### src/rtl/core/mbsp_pkg.sv
`timescale 1ns / 1ps
// ----------------------------------------------------------------------------
// mbsp_pkg: shared types and constants of the MIDI byte stream parser
// Event codes, MIDI byte codes, controller states and the command and status
// groups that join the controller to the datapath.
// ----------------------------------------------------------------------------
package mbsp_pkg;

	localparam int unsigned SYSEX_DEPTH_DEF = 64;
	localparam int unsigned LEN_W           = 7;

	// event kinds on the result channel
	typedef enum logic [2:0] {
		EV_NOTE_ON    = 3'd0,
		EV_NOTE_OFF   = 3'd1,
		EV_CTRL_CHG   = 3'd2,
		EV_PROG_CHG   = 3'd3,
		EV_PITCH_BEND = 3'd4,
		EV_SYSEX_BYTE = 3'd5,
		EV_GM_RESET   = 3'd6
	} event_kind_t;

	// MIDI byte codes
	localparam logic [7:0] B_SYSEX_START = 8'hF0;
	localparam logic [7:0] B_SYSEX_END   = 8'hF7;
	localparam logic [7:0] B_REALTIME    = 8'hF8;
	localparam logic [7:0] B_ACT_SENSE   = 8'hFE;

	// status nibbles
	localparam logic [3:0] NIB_NOTE_OFF  = 4'h8;
	localparam logic [3:0] NIB_NOTE_ON   = 4'h9;
	localparam logic [3:0] NIB_CTRL_CHG  = 4'hB;
	localparam logic [3:0] NIB_PROG_CHG  = 4'hC;
	localparam logic [3:0] NIB_CH_PRESS  = 4'hD;
	localparam logic [3:0] NIB_BEND      = 4'hE;

	// GM System On body: 7E 7F 09 01
	localparam logic [7:0] GM_ON [4] = '{8'h7E, 8'h7F, 8'h09, 8'h01};

	typedef enum logic [1:0] {
		ST_IDLE,
		ST_EXEC,
		ST_READ,
		ST_EMIT
	} mbsp_state_t;

	typedef struct packed {
		logic load_byte;
		logic exec;
		logic rd_en;
		logic emit_sysex;
	} mbsp_cmd_t;

	typedef struct packed {
		logic single;
		logic walk;
		logic last;
		logic slot_free;
	} mbsp_status_t;

	typedef struct packed {
		event_kind_t       event_kind;
		logic [3:0]        channel;
		logic [6:0]        key_or_controller;
		logic [6:0]        velocity_or_value;
		logic [13:0]       bend_amount;
		logic [7:0]        sysex_data;
		logic [LEN_W-1:0]  sysex_length;
		logic              last_of_run;
	} mbsp_event_t;

endpackage

### src/rtl/core/mbsp_byte_if.sv
`timescale 1ns / 1ps
// ----------------------------------------------------------------------------
// mbsp_byte_if: received byte channel
// Valid/ready channel carrying one MIDI byte per request.
// ----------------------------------------------------------------------------
interface mbsp_byte_if;
	logic       valid;
	logic       ready;
	logic [7:0] rx_byte;

	modport source(output valid, output rx_byte, input ready);
	modport sink(input valid, input rx_byte, output ready);
endinterface

### src/rtl/core/mbsp_event_if.sv
`timescale 1ns / 1ps
// ----------------------------------------------------------------------------
// mbsp_event_if: parsed event channel
// Valid/ready channel carrying one parsed MIDI event per request.
// ----------------------------------------------------------------------------
interface mbsp_event_if import mbsp_pkg::*; ();
	logic             valid;
	logic             ready;
	logic [2:0]       event_kind;
	logic [3:0]       channel;
	logic [6:0]       key_or_controller;
	logic [6:0]       velocity_or_value;
	logic [13:0]      bend_amount;
	logic [7:0]       sysex_data;
	logic [LEN_W-1:0] sysex_length;
	logic             last_of_run;

	modport source(output valid, output event_kind, output channel,
		output key_or_controller, output velocity_or_value, output bend_amount,
		output sysex_data, output sysex_length, output last_of_run, input ready);
	modport sink(input valid, input event_kind, input channel,
		input key_or_controller, input velocity_or_value, input bend_amount,
		input sysex_data, input sysex_length, input last_of_run, output ready);
endinterface

### src/rtl/core/mbsp_ctrl.sv
`timescale 1ns / 1ps
// ----------------------------------------------------------------------------
// mbsp_ctrl: parser sequencer
// Takes one byte, executes it, and walks the sysex store on a flush.
// ----------------------------------------------------------------------------
module mbsp_ctrl import mbsp_pkg::*; (
	input  logic         clk,
	input  logic         arst_n,
	input  logic         in_valid,
	output logic         in_ready,
	input  mbsp_status_t st,
	output mbsp_cmd_t    cmd
);

	mbsp_state_t state_q, state_d;

	always_ff @(posedge clk or negedge arst_n) begin
		if (!arst_n) begin
			state_q <= ST_IDLE;
		end else begin
			state_q <= state_d;
		end
	end

	always_comb begin
		state_d  = state_q;
		cmd      = '0;
		in_ready = 1'b0;
		case (state_q)
			ST_IDLE: begin
				in_ready = 1'b1;
				if (in_valid) begin
					cmd.load_byte = 1'b1;
					state_d       = ST_EXEC;
				end
			end
			ST_EXEC: begin
				if (st.walk) begin
					cmd.exec = 1'b1;
					state_d  = ST_READ;
				end else if (!st.single || st.slot_free) begin
					// hold a single event until the output slot frees up
					cmd.exec = 1'b1;
					state_d  = ST_IDLE;
				end
			end
			ST_READ: begin
				cmd.rd_en = 1'b1;
				state_d   = ST_EMIT;
			end
			ST_EMIT: begin
				if (st.slot_free) begin
					cmd.emit_sysex = 1'b1;
					state_d        = st.last ? ST_IDLE : ST_READ;
				end
			end
			default: begin
				state_d = ST_IDLE;
			end
		endcase
	end

endmodule

### src/rtl/core/mbsp_datapath.sv
`timescale 1ns / 1ps
// ----------------------------------------------------------------------------
// mbsp_datapath: parser state, sysex store and output register
// Decodes the held byte against running status and sysex state.
// ----------------------------------------------------------------------------
module mbsp_datapath import mbsp_pkg::*; #(
	parameter int unsigned SYSEX_DEPTH = SYSEX_DEPTH_DEF
) (
	input  logic         clk,
	input  logic         arst_n,
	input  logic [7:0]   in_byte,
	input  mbsp_cmd_t    cmd,
	output mbsp_status_t st,
	input  logic         out_ready,
	output logic         out_valid,
	output mbsp_event_t  out_event
);

	localparam int unsigned CW = $clog2(SYSEX_DEPTH + 1);
	localparam int unsigned IW = $clog2(SYSEX_DEPTH);

	logic [7:0]    byte_q;
	logic          in_sysex_q;
	logic [CW-1:0] count_q;
	logic [3:0]    nibble_q;
	logic [3:0]    chan_q;
	logic          await_q;
	logic [6:0]    held_q;
	logic [CW-1:0] len_q;
	logic [IW-1:0] idx_q;
	logic [7:0]    rd_q;
	logic [7:0]    gm_q [4];
	logic [7:0]    mem [SYSEX_DEPTH];
	logic          out_valid_q;
	mbsp_event_t   out_q;

	logic          is_end;
	logic          gm_hit;
	logic          chev;
	logic [CW-1:0] count_adj;
	logic          store_wr;
	logic [6:0]    second, third;
	mbsp_event_t   single_ev;
	mbsp_event_t   sysex_ev;
	logic          load_single;

	always_comb begin
		is_end    = in_sysex_q && (byte_q == B_SYSEX_END);
		count_adj = (count_q == CW'(SYSEX_DEPTH)) ? '0 : count_q;
		store_wr  = in_sysex_q && (byte_q != B_SYSEX_END) && (byte_q != B_ACT_SENSE);
		gm_hit    = (count_q == CW'(4)) && (gm_q[0] == GM_ON[0]) && (gm_q[1] == GM_ON[1])
			&& (gm_q[2] == GM_ON[2]) && (gm_q[3] == GM_ON[3]);
		chev      = !in_sysex_q && !byte_q[7]
			&& (await_q || nibble_q == NIB_PROG_CHG || nibble_q == NIB_CH_PRESS)
			&& (nibble_q inside {NIB_NOTE_OFF, NIB_NOTE_ON, NIB_CTRL_CHG, NIB_PROG_CHG,
				NIB_BEND});
		second    = await_q ? held_q : byte_q[6:0];
		third     = await_q ? byte_q[6:0] : 7'd0;

		single_ev             = '0;
		single_ev.last_of_run = 1'b1;
		if (in_sysex_q) begin
			single_ev.event_kind = gm_hit ? EV_GM_RESET : EV_SYSEX_BYTE;
		end else begin
			single_ev.channel = chan_q;
			case (nibble_q)
				NIB_NOTE_ON: begin
					single_ev.key_or_controller = second;
					if (third != 7'd0) begin
						single_ev.event_kind        = EV_NOTE_ON;
						single_ev.velocity_or_value = third;
					end else begin
						single_ev.event_kind = EV_NOTE_OFF;
					end
				end
				NIB_NOTE_OFF: begin
					single_ev.event_kind        = EV_NOTE_OFF;
					single_ev.key_or_controller = second;
				end
				NIB_CTRL_CHG: begin
					single_ev.event_kind        = EV_CTRL_CHG;
					single_ev.key_or_controller = second;
					single_ev.velocity_or_value = third;
				end
				NIB_PROG_CHG: begin
					single_ev.event_kind        = EV_PROG_CHG;
					single_ev.key_or_controller = second;
				end
				NIB_BEND: begin
					single_ev.event_kind  = EV_PITCH_BEND;
					single_ev.bend_amount = {third, second};
				end
				default: begin
					single_ev.event_kind = EV_NOTE_ON;
				end
			endcase
		end

		sysex_ev              = '0;
		sysex_ev.event_kind   = EV_SYSEX_BYTE;
		sysex_ev.sysex_data   = rd_q;
		sysex_ev.sysex_length = LEN_W'(len_q);
		sysex_ev.last_of_run  = st.last;
	end

	assign st.walk      = is_end && !gm_hit && (count_q != '0);
	assign st.single    = (is_end && !st.walk) || chev;
	assign st.last      = ((CW'(idx_q) + CW'(1)) == len_q);
	assign st.slot_free = !out_valid_q || out_ready;
	assign load_single  = cmd.exec && st.single;

	always_ff @(posedge clk) begin
		if (cmd.load_byte) begin
			byte_q <= in_byte;
		end
		if (cmd.exec && store_wr) begin
			mem[count_adj[IW-1:0]] <= byte_q;
			if (count_adj < CW'(4)) begin
				gm_q[count_adj[1:0]] <= byte_q;
			end
		end
		if (cmd.rd_en) begin
			rd_q <= mem[idx_q];
		end
		if (load_single) begin
			out_q <= single_ev;
		end else if (cmd.emit_sysex) begin
			out_q <= sysex_ev;
		end
	end

	always_ff @(posedge clk or negedge arst_n) begin
		if (!arst_n) begin
			in_sysex_q  <= 1'b0;
			count_q     <= '0;
			nibble_q    <= '0;
			chan_q      <= '0;
			await_q     <= 1'b0;
			held_q      <= '0;
			len_q       <= '0;
			idx_q       <= '0;
			out_valid_q <= 1'b0;
		end else begin
			if (cmd.exec) begin
				if (in_sysex_q) begin
					if (is_end) begin
						in_sysex_q <= 1'b0;
						count_q    <= '0;
						len_q      <= count_q;
						idx_q      <= '0;
					end else if (store_wr) begin
						count_q <= count_adj + CW'(1);
					end else begin
						count_q <= count_adj;
					end
				end else if (byte_q == B_SYSEX_START) begin
					count_q    <= '0;
					in_sysex_q <= 1'b1;
				end else if (byte_q[7]) begin
					if (byte_q < B_REALTIME) begin
						nibble_q <= byte_q[7:4];
						chan_q   <= byte_q[3:0];
						await_q  <= 1'b0;
					end
				end else if (await_q) begin
					await_q <= 1'b0;
				end else if (nibble_q < NIB_PROG_CHG || nibble_q == NIB_BEND) begin
					await_q <= 1'b1;
					held_q  <= byte_q[6:0];
				end else if (nibble_q < NIB_BEND) begin
					held_q <= byte_q[6:0];
				end
			end
			if (cmd.emit_sysex) begin
				idx_q <= idx_q + IW'(1);
			end
			if (load_single || cmd.emit_sysex) begin
				out_valid_q <= 1'b1;
			end else if (out_ready) begin
				out_valid_q <= 1'b0;
			end
		end
	end

	assign out_valid = out_valid_q;
	assign out_event = out_q;

endmodule

### src/rtl/core/midi_byte_stream_parser.sv
`timescale 1ns / 1ps
// ----------------------------------------------------------------------------
// midi_byte_stream_parser: MIDI running status and system exclusive parser
// Turns received MIDI bytes into channel events, sysex byte runs and GM resets.
// ----------------------------------------------------------------------------
// Each received byte is taken in the idle state and applied in the execute
// state to the running status (or the sysex store), which also loads the
// result into the output register when the byte completes a message. An
// output register sits in front of the event channel, so a result may wait
// there while the next byte is taken; a byte that makes a new result waits in
// the execute state until that register is free. A 0xF7 ending a system
// exclusive message with N stored bytes (N nonzero, and not the four-byte GM
// System On body) walks the single-port sysex store, emitting each byte once
// the output register is free, and takes no new byte until the last result
// of the run is in the output register. Real-time bytes outside sysex are
// dropped, 0xFE is dropped inside sysex, and the store index wraps to zero
// once SYSEX_DEPTH bytes are held. The sysex store has no reset; nothing
// reads an entry before it is written. No clearing pass is needed after reset.
// ----------------------------------------------------------------------------
module midi_byte_stream_parser import mbsp_pkg::*; #(
	parameter int unsigned SYSEX_DEPTH = SYSEX_DEPTH_DEF
) (
	input  logic         clk,
	input  logic         arst_n,
	mbsp_byte_if.sink    rx,
	mbsp_event_if.source evt
);

	mbsp_cmd_t    cmd;
	mbsp_status_t st;
	mbsp_event_t  ev;

	// sequencer: take, execute, walk the store
	mbsp_ctrl u_ctrl (
		.clk      (clk),
		.arst_n   (arst_n),
		.in_valid (rx.valid),
		.in_ready (rx.ready),
		.st       (st),
		.cmd      (cmd)
	);

	// running status, sysex store and output register
	mbsp_datapath #(
		.SYSEX_DEPTH (SYSEX_DEPTH)
	) u_dp (
		.clk       (clk),
		.arst_n    (arst_n),
		.in_byte   (rx.rx_byte),
		.cmd       (cmd),
		.st        (st),
		.out_ready (evt.ready),
		.out_valid (evt.valid),
		.out_event (ev)
	);

	// drive the event channel fields from the output register
	assign evt.event_kind        = ev.event_kind;
	assign evt.channel           = ev.channel;
	assign evt.key_or_controller = ev.key_or_controller;
	assign evt.velocity_or_value = ev.velocity_or_value;
	assign evt.bend_amount       = ev.bend_amount;
	assign evt.sysex_data        = ev.sysex_data;
	assign evt.sysex_length      = ev.sysex_length;
	assign evt.last_of_run       = ev.last_of_run;

	// never load a result over one that is still waiting
	a_no_overwrite: assert property (@(posedge clk) disable iff (!arst_n)
		((cmd.exec && st.single) || cmd.emit_sysex) |-> st.slot_free)
		else $error("result loaded over a waiting result");

	// one byte at a time: the cycle after a request the port is closed
	a_one_byte: assert property (@(posedge clk) disable iff (!arst_n)
		(rx.valid && rx.ready) |=> !rx.ready)
		else $error("byte taken while the previous one is in work");

	// the last byte of a flush run returns to taking requests
	a_run_end: assert property (@(posedge clk) disable iff (!arst_n)
		(cmd.emit_sysex && st.last) |=> rx.ready)
		else $error("flush did not finish after the last byte");

	// a flush walk never starts while a single event is also decoded
	a_walk_excl: assert property (@(posedge clk) disable iff (!arst_n)
		st.walk |-> !st.single)
		else $error("flush walk and single event decoded together");

endmodule
### src/flat_wrapper.sv
// flat-port wrapper written by rule: the top's interface ports become plain ports
module midi_byte_stream_parser_flat import mbsp_pkg::*;
#(
	parameter int unsigned SYSEX_DEPTH = SYSEX_DEPTH_DEF
)
  (clk, arst_n, rx_valid, rx_rx_byte, rx_ready, evt_valid, evt_event_kind, evt_channel, evt_key_or_controller, evt_velocity_or_value, evt_bend_amount, evt_sysex_data, evt_sysex_length, evt_last_of_run, evt_ready);
  mbsp_byte_if rx_i ();
  mbsp_event_if evt_i ();
  input  logic clk;
  input  logic arst_n;
  input wire logic [$bits(rx_i.valid)-1:0] rx_valid;
  input wire logic [$bits(rx_i.rx_byte)-1:0] rx_rx_byte;
  output wire logic [$bits(rx_i.ready)-1:0] rx_ready;
  output wire logic [$bits(evt_i.valid)-1:0] evt_valid;
  output wire logic [$bits(evt_i.event_kind)-1:0] evt_event_kind;
  output wire logic [$bits(evt_i.channel)-1:0] evt_channel;
  output wire logic [$bits(evt_i.key_or_controller)-1:0] evt_key_or_controller;
  output wire logic [$bits(evt_i.velocity_or_value)-1:0] evt_velocity_or_value;
  output wire logic [$bits(evt_i.bend_amount)-1:0] evt_bend_amount;
  output wire logic [$bits(evt_i.sysex_data)-1:0] evt_sysex_data;
  output wire logic [$bits(evt_i.sysex_length)-1:0] evt_sysex_length;
  output wire logic [$bits(evt_i.last_of_run)-1:0] evt_last_of_run;
  input wire logic [$bits(evt_i.ready)-1:0] evt_ready;
  assign rx_i.valid = rx_valid;
  assign rx_i.rx_byte = rx_rx_byte;
  assign rx_ready = rx_i.ready;
  assign evt_valid = evt_i.valid;
  assign evt_event_kind = evt_i.event_kind;
  assign evt_channel = evt_i.channel;
  assign evt_key_or_controller = evt_i.key_or_controller;
  assign evt_velocity_or_value = evt_i.velocity_or_value;
  assign evt_bend_amount = evt_i.bend_amount;
  assign evt_sysex_data = evt_i.sysex_data;
  assign evt_sysex_length = evt_i.sysex_length;
  assign evt_last_of_run = evt_i.last_of_run;
  assign evt_i.ready = evt_ready;
  midi_byte_stream_parser #(.SYSEX_DEPTH(SYSEX_DEPTH)) u_core (.clk(clk), .arst_n(arst_n), .rx(rx_i), .evt(evt_i));
endmodule
### config.mk
export PLATFORM = sky130hd
export DESIGN_NAME = midi_byte_stream_parser_flat
export DESIGN_NICKNAME = d
export VERILOG_FILES = /design/src/rtl/core/mbsp_pkg.sv /design/src/rtl/core/mbsp_byte_if.sv /design/src/rtl/core/mbsp_event_if.sv /design/src/rtl/core/mbsp_ctrl.sv /design/src/rtl/core/mbsp_datapath.sv /design/src/rtl/core/midi_byte_stream_parser.sv /design/src/flat_wrapper.sv
export SDC_FILE = /design/constraint.sdc
export NUM_CORES = 1
export LEC_CHECK = 0
export ABC_AREA = 1
export BUFFER_PORTS_ARGS = -buffer_cell sky130_fd_sc_hd__buf_2
export CORE_MARGIN = 2
export CORE_UTILIZATION = 28
export CTS_BUF_LIST = sky130_fd_sc_hd__clkbuf_4 sky130_fd_sc_hd__clkbuf_8
export CTS_CLUSTER_DIAMETER = 30
export DETAILED_ROUTE_END_ITERATION = 10
export GPL_TIMING_DRIVEN = 1
export PLACE_DENSITY = 0.54
export SYNTH_ARGS = -nofsm -noshare
export SYNTH_HDL_FRONTEND = slang
export SYNTH_SLANG_ARGS = --single-unit
### constraint.sdc
create_clock -name clk -period 3.89 [get_ports clk]
set_input_delay 0.1945 -clock clk [delete_from_list [all_inputs] [get_ports clk]]
set_output_delay 0.1945 -clock clk [all_outputs]
set_load 0.01 [all_outputs]
==> impl_summary.md, run 1 <==
Yosys
Among all flip-flop cells after synthesis, the most frequent one is sky130_fd_sc_hd__edfxtp_1. The number of synthesized flops with an enable pin is 595. The synthesized instance count is 2163.

The share of synthesized area in the top cell type comes to 68.1%. The net count after synthesis is ~2200. Ranked by total cell area, the synthesized netlist is headed by sky130_fd_sc_hd__edfxtp_1 68%, sky130_fd_sc_hd__nor2_1 5.8%, sky130_fd_sc_hd__o21ai_0 5.7%. The library cell with the largest summed area after synthesis is sky130_fd_sc_hd__edfxtp_1. The share of synthesized registers carrying an async set or reset is 6.14%. The post-synthesis sequential area ratio is 73.1%. The most common cell in the synthesized netlist is sky130_fd_sc_hd__edfxtp_1. The synthesized flop and latch total is between 600 and 700. After synthesis the cells add up to 26300 µm². In the synthesized netlist, the cells that appear most often are 595 x sky130_fd_sc_hd__edfxtp_1, 406 x sky130_fd_sc_hd__nor2_1, 301 x sky130_fd_sc_hd__o21ai_0.

For this run, the number of Yosys warnings is 0. Dividing the synthesized area by the synthesized cell count gives 12.1 µm². Synthesis instantiated 39 different standard cells from the library.

STA
Derived from the worst setup path, the maximum achievable clock frequency is 312 MHz. The clock period could shrink to between 3 and 4 ns. The worst slew margin relative to its limit is 25.2%. The transition time at the pin with the least slew margin is 1.12 ns. The share of the clock period used by the worst path is between 80% and 90%. The clock arrives with 0.0386 ns of skew.

After routing, the total negative slack on setup checks comes to 0 ns. The number of pins with negative max-slew slack in the final report is 0. The number of hold-slack violations in the final timing report came to 0.

Setup slack on the critical path of the routed design comes to between 0.6 and 0.7 ns. Setup repair after global routing left no endpoint under its margin. On the final layout, the worst hold slack is 0.150 ns. The final count of negative-setup-slack endpoints is 0.

Power
The static leakage is 10.7 nW. Of the total power, the share spent switching nets is ~35%. Of the total power, the clock network draws between 30% and 40%.

Combinational logic burns 27.1% of the power. IR analysis of the VDD net gives a maximum drop of approximately 0.00029 V. In this run, flip-flops and latches consume 38.7% of the power. Summing internal, switching and leakage power gives 22.1 mW. Dividing total power by cell area gives a power density of between 700 and 800 nW/µm². The analysis attributes to net switching a power of ~8 mW.

Cell internal power was estimated by the tool at approximately 14 mW.

Finish
Once layout is complete, the cells apart from fillers number 3666. The share of layout cells above drive strength 1 is 16.1%. The net count of the finished layout is 2330. From synthesis to final layout, the design area changed by 18.8%.

Die
The number of rows created at floorplan is approximately 110. between 60 and 70 I/O pins were placed. The core box area is around 93000 µm².

The floorplan die area is 96200 µm². The die outline height is 310 µm. The horizontal die dimension is 310 µm. The initial utilization of the core area, before any placement, comes to approximately 28%.

Placement
The number of port buffers is 64. In this run, placement finished with an instance count of 3423. The congestion estimate from routability-driven global placement came to 0.864. Timing analysis after detailed placement gives a worst setup slack of 0.717 ns. The placed wire-length estimate is 43800 µm.

Critical path
The register-to-register path setup slack is 0.69 ns. The largest stage delay on the critical path is between 0.6 and 0.7 ns. On the critical path, the stage with the largest delay is an instance of sky130_fd_sc_hd__dfrtp_1. STA puts the critical path data arrival time at 3.61 ns.

The endpoint of the lowest-slack register-to-register path is u_core.u_dp.mem[63][5]. By instance count, the cell type seen most on the critical path is sky130_fd_sc_hd__nor2_1. Data on the critical path is required at its endpoint by 4.30 ns.

Following the worst setup path forward leads to its endpoint at u_core.u_dp.mem[63][5]. Along the worst path, the maximum fanout reaches 19. The path type of the worst setup path is reg2reg. In this run the critical register-to-register path is launched from u_core.u_dp.in_sysex_q. The signal on the critical path passes through inv_1 -> nand3_1 -> nor2_1 -> o211ai_4 -> nand2_4 -> inv_4 -> nand2_1 -> nor2_1. The worst setup path is captured at a flip-flop. The most critical setup path has its startpoint at u_core.u_dp.in_sysex_q. STA classifies the critical path startpoint as a flip-flop. The worst reg2reg path depth is 8.

Clocking
The number of sinks on the clock net is between 600 and 700. No sink is reached through more buffers than the 3 on the longest clock path. Clock tree synthesis selected as its root buffer the cell sky130_fd_sc_hd__clkbuf_8. In this run the post-CTS setup repair buffer count came out at 0. The clock buffer count from CTS is 131. The number of gates resized after CTS was 0. The clock latency on the worst-skew pair is 0.78 ns. The number of hold buffers added after cts is 11. The total number of H-tree levels is 4. The CTS clock-pin slew for the worst setup and hold paths is 0.06 ns. TritonCTS built the clock tree.

Global routing
The met2 routing resource usage after global routing is roughly a quarter. The global routing usage on met3 is under 10%. Global routing finished with a remaining overflow of 0. The number of global-route vias before repair was 17900. The overall fraction of global-route tracks in use is 15.3%. The wire length of the first global-routing pass is approximately 110000 µm.

The maximum number of pins on one net before global-route repair is 168. The met1 routing resource usage after global routing is about a fifth. The layer carrying the most global-route usage is met2.

The initial antenna violation count is 1.

Route
For this block, the routed nets add up to ~74000 µm of wire. The count of antenna-violating nets left after detailed routing is 0. Before antenna repair, the detailed router went through 8 iterations.

In the final routed layout, each cell accounts on average for 20.1 µm. The post-route DRC violation count is 0. In the routed layout, each cell is associated on average with a via count of 4.91. The detailed router finished its first iteration with 2056 violations.

Summing over every cut layer, the via total after detailed routing is around 18000.

Run
The tool flagged a number of max-cap violations equal to 0.

Hold path
In this run the worst hold path is classified as in2async.

Run status
The run finished with clean final reports.
==> cells in the final DEF (no fill, tap or decap), types with 7 or more instances in the layout <==
cell type | synthesis | layout
sky130_fd_sc_hd__o211ai_1 | 9 | 9
sky130_fd_sc_hd__nor2_2 | 6 | 7
sky130_fd_sc_hd__buf_4 | 4 | 65
sky130_fd_sc_hd__clkinvlp_4 | 0 | 20
sky130_fd_sc_hd__clkinv_1 | 5 | 17
sky130_fd_sc_hd__nand4_1 | 33 | 33
sky130_fd_sc_hd__nand2_4 | 7 | 7
sky130_fd_sc_hd__o21ai_0 | 301 | 301
sky130_fd_sc_hd__buf_2 | 10 | 64
sky130_fd_sc_hd__nor3_1 | 21 | 21
sky130_fd_sc_hd__bufinv_16 | 0 | 15
sky130_fd_sc_hd__clkbuf_8 | 0 | 133
sky130_fd_sc_hd__clkbuf_4 | 0 | 25
sky130_fd_sc_hd__clkinv_2 | 0 | 12
sky130_fd_sc_hd__o221ai_1 | 55 | 55
sky130_fd_sc_hd__nor2_1 | 406 | 405
sky130_fd_sc_hd__edfxtp_1 | 595 | 595
sky130_fd_sc_hd__nand3_1 | 87 | 87
sky130_fd_sc_hd__inv_1 | 74 | 72
sky130_fd_sc_hd__nand2_1 | 262 | 262
sky130_fd_sc_hd__inv_6 | 0 | 9
sky130_fd_sc_hd__dlygate4sd3_1 | 0 | 11
sky130_fd_sc_hd__a21oi_1 | 14 | 14
sky130_fd_sc_hd__o22ai_1 | 71 | 71
sky130_fd_sc_hd__dfrtp_1 | 40 | 38
sky130_fd_sc_hd__dfxtp_1 | 16 | 16
==> critical path: cells and delay by family (launching register included) <==
| family | cells | cell delay, ns |
|---|---|---|
| AND/OR/NAND/NOR | 5 | 1.38 |
| AO/OA/AOI/OAI | 1 | 0.24 |
| buffers and inverters | 2 | 0.54 |
| flip-flops | 1 | 0.68 |
==> flip-flops by register name, summed over array words and instances (netlist names), 2 cells and up <==
register	flops
u_core.u_ctrl.state_q	2
u_core.u_dp.byte_q	8
u_core.u_dp.chan_q	4
u_core.u_dp.count_q	7
u_core.u_dp.gm_q	32
u_core.u_dp.held_q	7
u_core.u_dp.idx_q	6
u_core.u_dp.len_q	7
u_core.u_dp.mem	512
u_core.u_dp.nibble_q	4
u_core.u_dp.out_event	51
u_core.u_dp.rd_q	8
==> kinds of logic after synthesis <==
| family | after synthesis | synth area share, % |
|---|---|---|
| adder cells (fa/ha/maj) | 5 | 0.238 |
| flip-flops | 651 | 73.1 |
| AND/OR/NAND/NOR | 833 | 13.2 |
| AO/OA/AOI/OAI | 456 | 10.0 |
| XOR/XNOR | 6 | 0.200 |
| buffers and inverters | 212 | 3.20 |
==> per-stage QoR <==
step | area (µm²) | util (%)
final | 31200 | 33.5
after global routing | 31200 | 33.5
after CTS | 31200 | 33.5
after detailed placement | 28200 | 30.3
after global placement | 28200 | 30.3
after floorplan | 26300 | -
==> metal layers <==
metal	routed length, µm	share of wire, %	vias to the layer above
met5	0	0	-
met1	32000	43	8955
met2	34600	47	740
li1	-	-	8152
met4	1960	2.7	0
met3	5020	6.8	142
==> power by group through the flow <==
stage	logic (mW)	clock network (mW)	registers, mW
2_1_floorplan	3.70	0	8.67
3_3_place_gp	5.93	0	8.67
3_5_place_dp	5.94	0	8.68
4_1_cts	5.95	7.70	8.55
5_1_grt	6.59	8.04	8.58
6_report	5.99	7.56	8.55
==> cell type report <==
type | instances | area [µm²]
flip-flops and latches | 651 | 19200
well taps | 1254 | 1570
inverters | 84 | 323
clock buffers | 158 | 2020
repair buffers | 145 | 1020
diodes | 1 | 2.50
multi-input cells | 1300 | 6220
fillers | 9185 | 61900
clock inverters | 73 | 831
==> worst min-delay path by stage <==
| stage | endpoint | slack, ns | cells past startpoint |
|---|---|---|---|
| 3_3_place_gp | u_core.u_dp.byte_q[6] | 0.38 | 1 |
| 4_1_cts | u_core.u_dp.held_q[6] | 0.10 | 2 |
| 3_5_place_dp | u_core.u_dp.byte_q[6] | 0.37 | 1 |
| 6_report | u_core.u_dp.held_q[6] | 0.15 | 2 |
| 2_1_floorplan | u_core.u_ctrl.state_q[0] | -0.10 | 0 |
| 5_1_grt | u_core.u_dp.byte_q[1] | 0.13 | 2 |
(Power assumes the default switching activity.)
==> run 2, diff against run 1 <==
PLACE_DENSITY = 0.53   (was 0.54)
clock period = 3.1 ns   (was 3.89 ns; I/O delays follow)
==> run 2 against run 1 <==
  * Via count decreased by 0.33%
  * Power increased by 28%
  * Sequential share of layout area decreased by 0.71 points
  * Sequential cell count unchanged
  * Clock power increased by 27%
  * Setup slack got worse by 0.53 ns
  * Critical path type unchanged
  * Critical endpoint is now u_core.u_dp.mem[23][5]
  * Largest cell class unchanged
==> impl_summary.md, run 2 (same netlist as run 1, synthesis figures left out) <==
Run status
The flow ran to the end, and the final reports show no timing, DRC or antenna violations.

Finish
The library cells used most frequently in the layout, excluding fill and tap cells, are 595 x sky130_fd_sc_hd__edfxtp_1, 345 x sky130_fd_sc_hd__nor2_1, 301 x sky130_fd_sc_hd__o21ai_0, 259 x sky130_fd_sc_hd__nand2_1, 138 x sky130_fd_sc_hd__clkbuf_8. The share of layout cells above drive strength 1 is a little under a fifth. The net count of the finished layout is 2317. The register with the most flip-flops in the layout has 512 of them. After the flow finishes, the layout carries non-filler instances totaling 3658. The library cell used most frequently in the layout, excluding fill and tap cells, is sky130_fd_sc_hd__edfxtp_1. From synthesis to final layout, the design area changed by 20.2%.

Power
The clock network fraction of design power is 33.7%. The switching power is 10.3 mW. The static leakage is 10.7 nW. Of the total power, combinational logic draws 29.0%.

The worst vdd rail ir drop is ~0.00051 V. For this design the ratio of total power to cell area is 900 nW/µm². Cell internal power was estimated by the tool at 18.1 mW. The fraction of power consumed by sequential logic is between 30 and 40%. Of the total power, the share spent switching nets is a little over a third.

Placement
The wire-length estimate of the detail-placed layout is 46100 µm. The final weighted congestion in routability-driven placement is a little under 0.9. The number of port buffers is 64.

Timing analysis after detailed placement gives a worst setup slack of 0.169 ns. After detailed placement, the design holds a cell count of roughly 3400.

STA
The number of pins with negative max-slew slack in the final report is 0. Setup violations remaining at the end of the flow were counted as 0. In the finished design, the share of the clock period the worst path needs comes to between 90% and 100%.

The number of hold-slack violations in the final timing report is 0. Clock skew on the completed layout was measured at around 0.053 ns. The post-route minimum period is 2.94 ns. The fmax is 340 MHz.

Setup slack on the critical path of the routed design comes to 0.158 ns. At the pin with the least slew margin, the transition time is approximately 1.1 ns. Setup repair after global routing could not meet its margin everywhere. Measured against its own limit, the worst slew margin works out to about a quarter.

Clocking
The clock buffer count from CTS is 130. The CTS clock-pin slew for the worst setup and hold paths is 0.06 ns. The number of setup buffers added after CTS is 0. The total number of H-tree levels is 4. The clock reaches the later pin of the worst-skew pair after 0.78 ns. The number of buffers between clock root and the deepest sink is 3. The buffer type at the clock tree root is sky130_fd_sc_hd__clkbuf_8.

Clock tree synthesis found a total of 651 sinks. The clock tree from TritonCTS is done.

Die
For this configuration, the core starts out at a cell density of between 20% and 30%. The horizontal die dimension is 310 µm. The die covers 96200 µm².

The region available for standard cell placement spans 93000 µm². The I/O pin count is 65. The die is 310 µm tall.

The number of rows created at floorplan is ~110.

Global routing
The first global-routing pass estimated 112000 µm of wire. The number of global-route vias before repair is 18000. For this run, the total global-route usage over all layers was measured as ~16%. The total overflow reported by the global router is 0. The maximum number of pins on one net before global-route repair is 145.

The initial antenna violation count is 2.

Critical path
The setup path with the least slack is of type reg2reg. The worst register-to-register path has a depth of 12. Data on the critical path arrives at its endpoint at 3.35 ns. Along the worst path, the maximum fanout reaches 19. The endpoint type of the worst setup path is a flip-flop. The critical path data required time is 3.51 ns.

The startpoint type of the worst setup path is a flip-flop.

Hold path
The worst hold path passes through 2 cells. The path class of the tightest hold or removal check is in2reg.

Route
After detailed routing, the number of remaining DRC violations is 0. For this block, the routed nets add up to 75400 µm of wire. In the routed layout, each cell is associated on average with a via count of approximately 4.9. Summing over every cut layer, the via total after detailed routing is 17900. The number of search-and-repair iterations in the first detailed-routing pass is 7. The count of antenna-violating nets left after detailed routing is 0.

Dividing the detail-routed wire length by the instance count gives around 21 µm. The number of DRC markers in iteration 0 is 1767.

Run
The tool flagged a number of max-cap violations equal to 0.
==> run 2: cell count changes in the layout (fill, tap and decap cells not counted), sizes merged <==
cell,delta
clkbuf,-3
clkinvlp,-6
dlygate4sd3,+1
clkinv,+17
buf,-13
inv,-4
==> run 2: final cells by class <==
| cell class | count | area, µm² |
|---|---|---|
| clock inverter | 80 | 873 |
| multi-input combinational | 1300 | 6590 |
| antenna | 1 | 2.50 |
| tap | 1254 | 1570 |
| inverter | 84 | 323 |
| fill | 9112 | 61500 |
| clock buffer | 155 | 2030 |
| timing repair buffer | 133 | 968 |
| sequential | 651 | 19200 |
==> run 2: timing repair <==
action | 4_1_cts | 5_1_grt
gates resized for setup | 0 | 0
hold endpoints to repair | 60 | 0
setup endpoints to repair | 0 | 26
hold buffers | 13 | 0
==> run 2: routing by layer <==
layer	track usage, %	wire (µm)
met1	20.1	31600
met2	25.3	36200
met3	3.57	5130
met4	6.70	2450
met5	0	13
==> run 2: power by group through the flow <==
stage	registers, mW	logic [mW]	clock network, mW
2_1_floorplan	10.9	4.76	0
3_5_place_dp	10.8	8.11	0
6_report	10.6	8.22	9.57
4_1_cts	10.6	8.16	9.78
5_1_grt	10.6	8.92	10.2
3_3_place_gp	10.8	8.11	0
==> run 2: critical path, stage by stage (launching register included) <==
cell and delay (ns):
sky130_fd_sc_hd__dfrtp_1 0.49, sky130_fd_sc_hd__inv_2 0.10, sky130_fd_sc_hd__nand2_2 0.11, sky130_fd_sc_hd__inv_1 0.06, sky130_fd_sc_hd__nand2_1 0.10, sky130_fd_sc_hd__nor2_1 0.06
sky130_fd_sc_hd__nor2_2 0.14, sky130_fd_sc_hd__nand2_2 0.09, sky130_fd_sc_hd__o211ai_4 0.12, sky130_fd_sc_hd__nand2_4 0.14, sky130_fd_sc_hd__inv_4 0.21, sky130_fd_sc_hd__nand2_2 0.42
sky130_fd_sc_hd__nor2_2 0.50
==> run 2: path summary, 6_finish.rpt <==
kind / slack (ns) / endpoint / from
max in group asynchronous: 2.38 / u_core.u_dp.held_q[6] / arst_n
hold / removal: 0.13 / u_core.u_dp.byte_q[1] / rx_rx_byte[1]
hold reg to reg: 0.48 / u_core.u_dp.chan_q[3] / u_core.u_dp.chan_q[3]
setup / recovery: 0.16 / u_core.u_dp.mem[23][5] / u_core.u_dp.count_q[3]
setup reg to reg: 0.16 / u_core.u_dp.mem[23][5] / u_core.u_dp.count_q[3]
min in group asynchronous: 0.45 / u_core.u_dp.out_valid / arst_n
==> run 2: stage by stage <==
step	power (mW)	hold WS (ns)	util, %	cell area [µm²]	setup TNS [ns]
global placement	18.9	0.206	30.6	28500	0
detailed placement	18.9	0.206	30.6	28500	0
global route	29.7	0.104	33.9	31500	-0.142
CTS	28.5	0.0563	33.9	31500	0
floorplan	15.6	-0.141	-	26600	-47.38
finish	28.4	0.127	33.9	31500	0
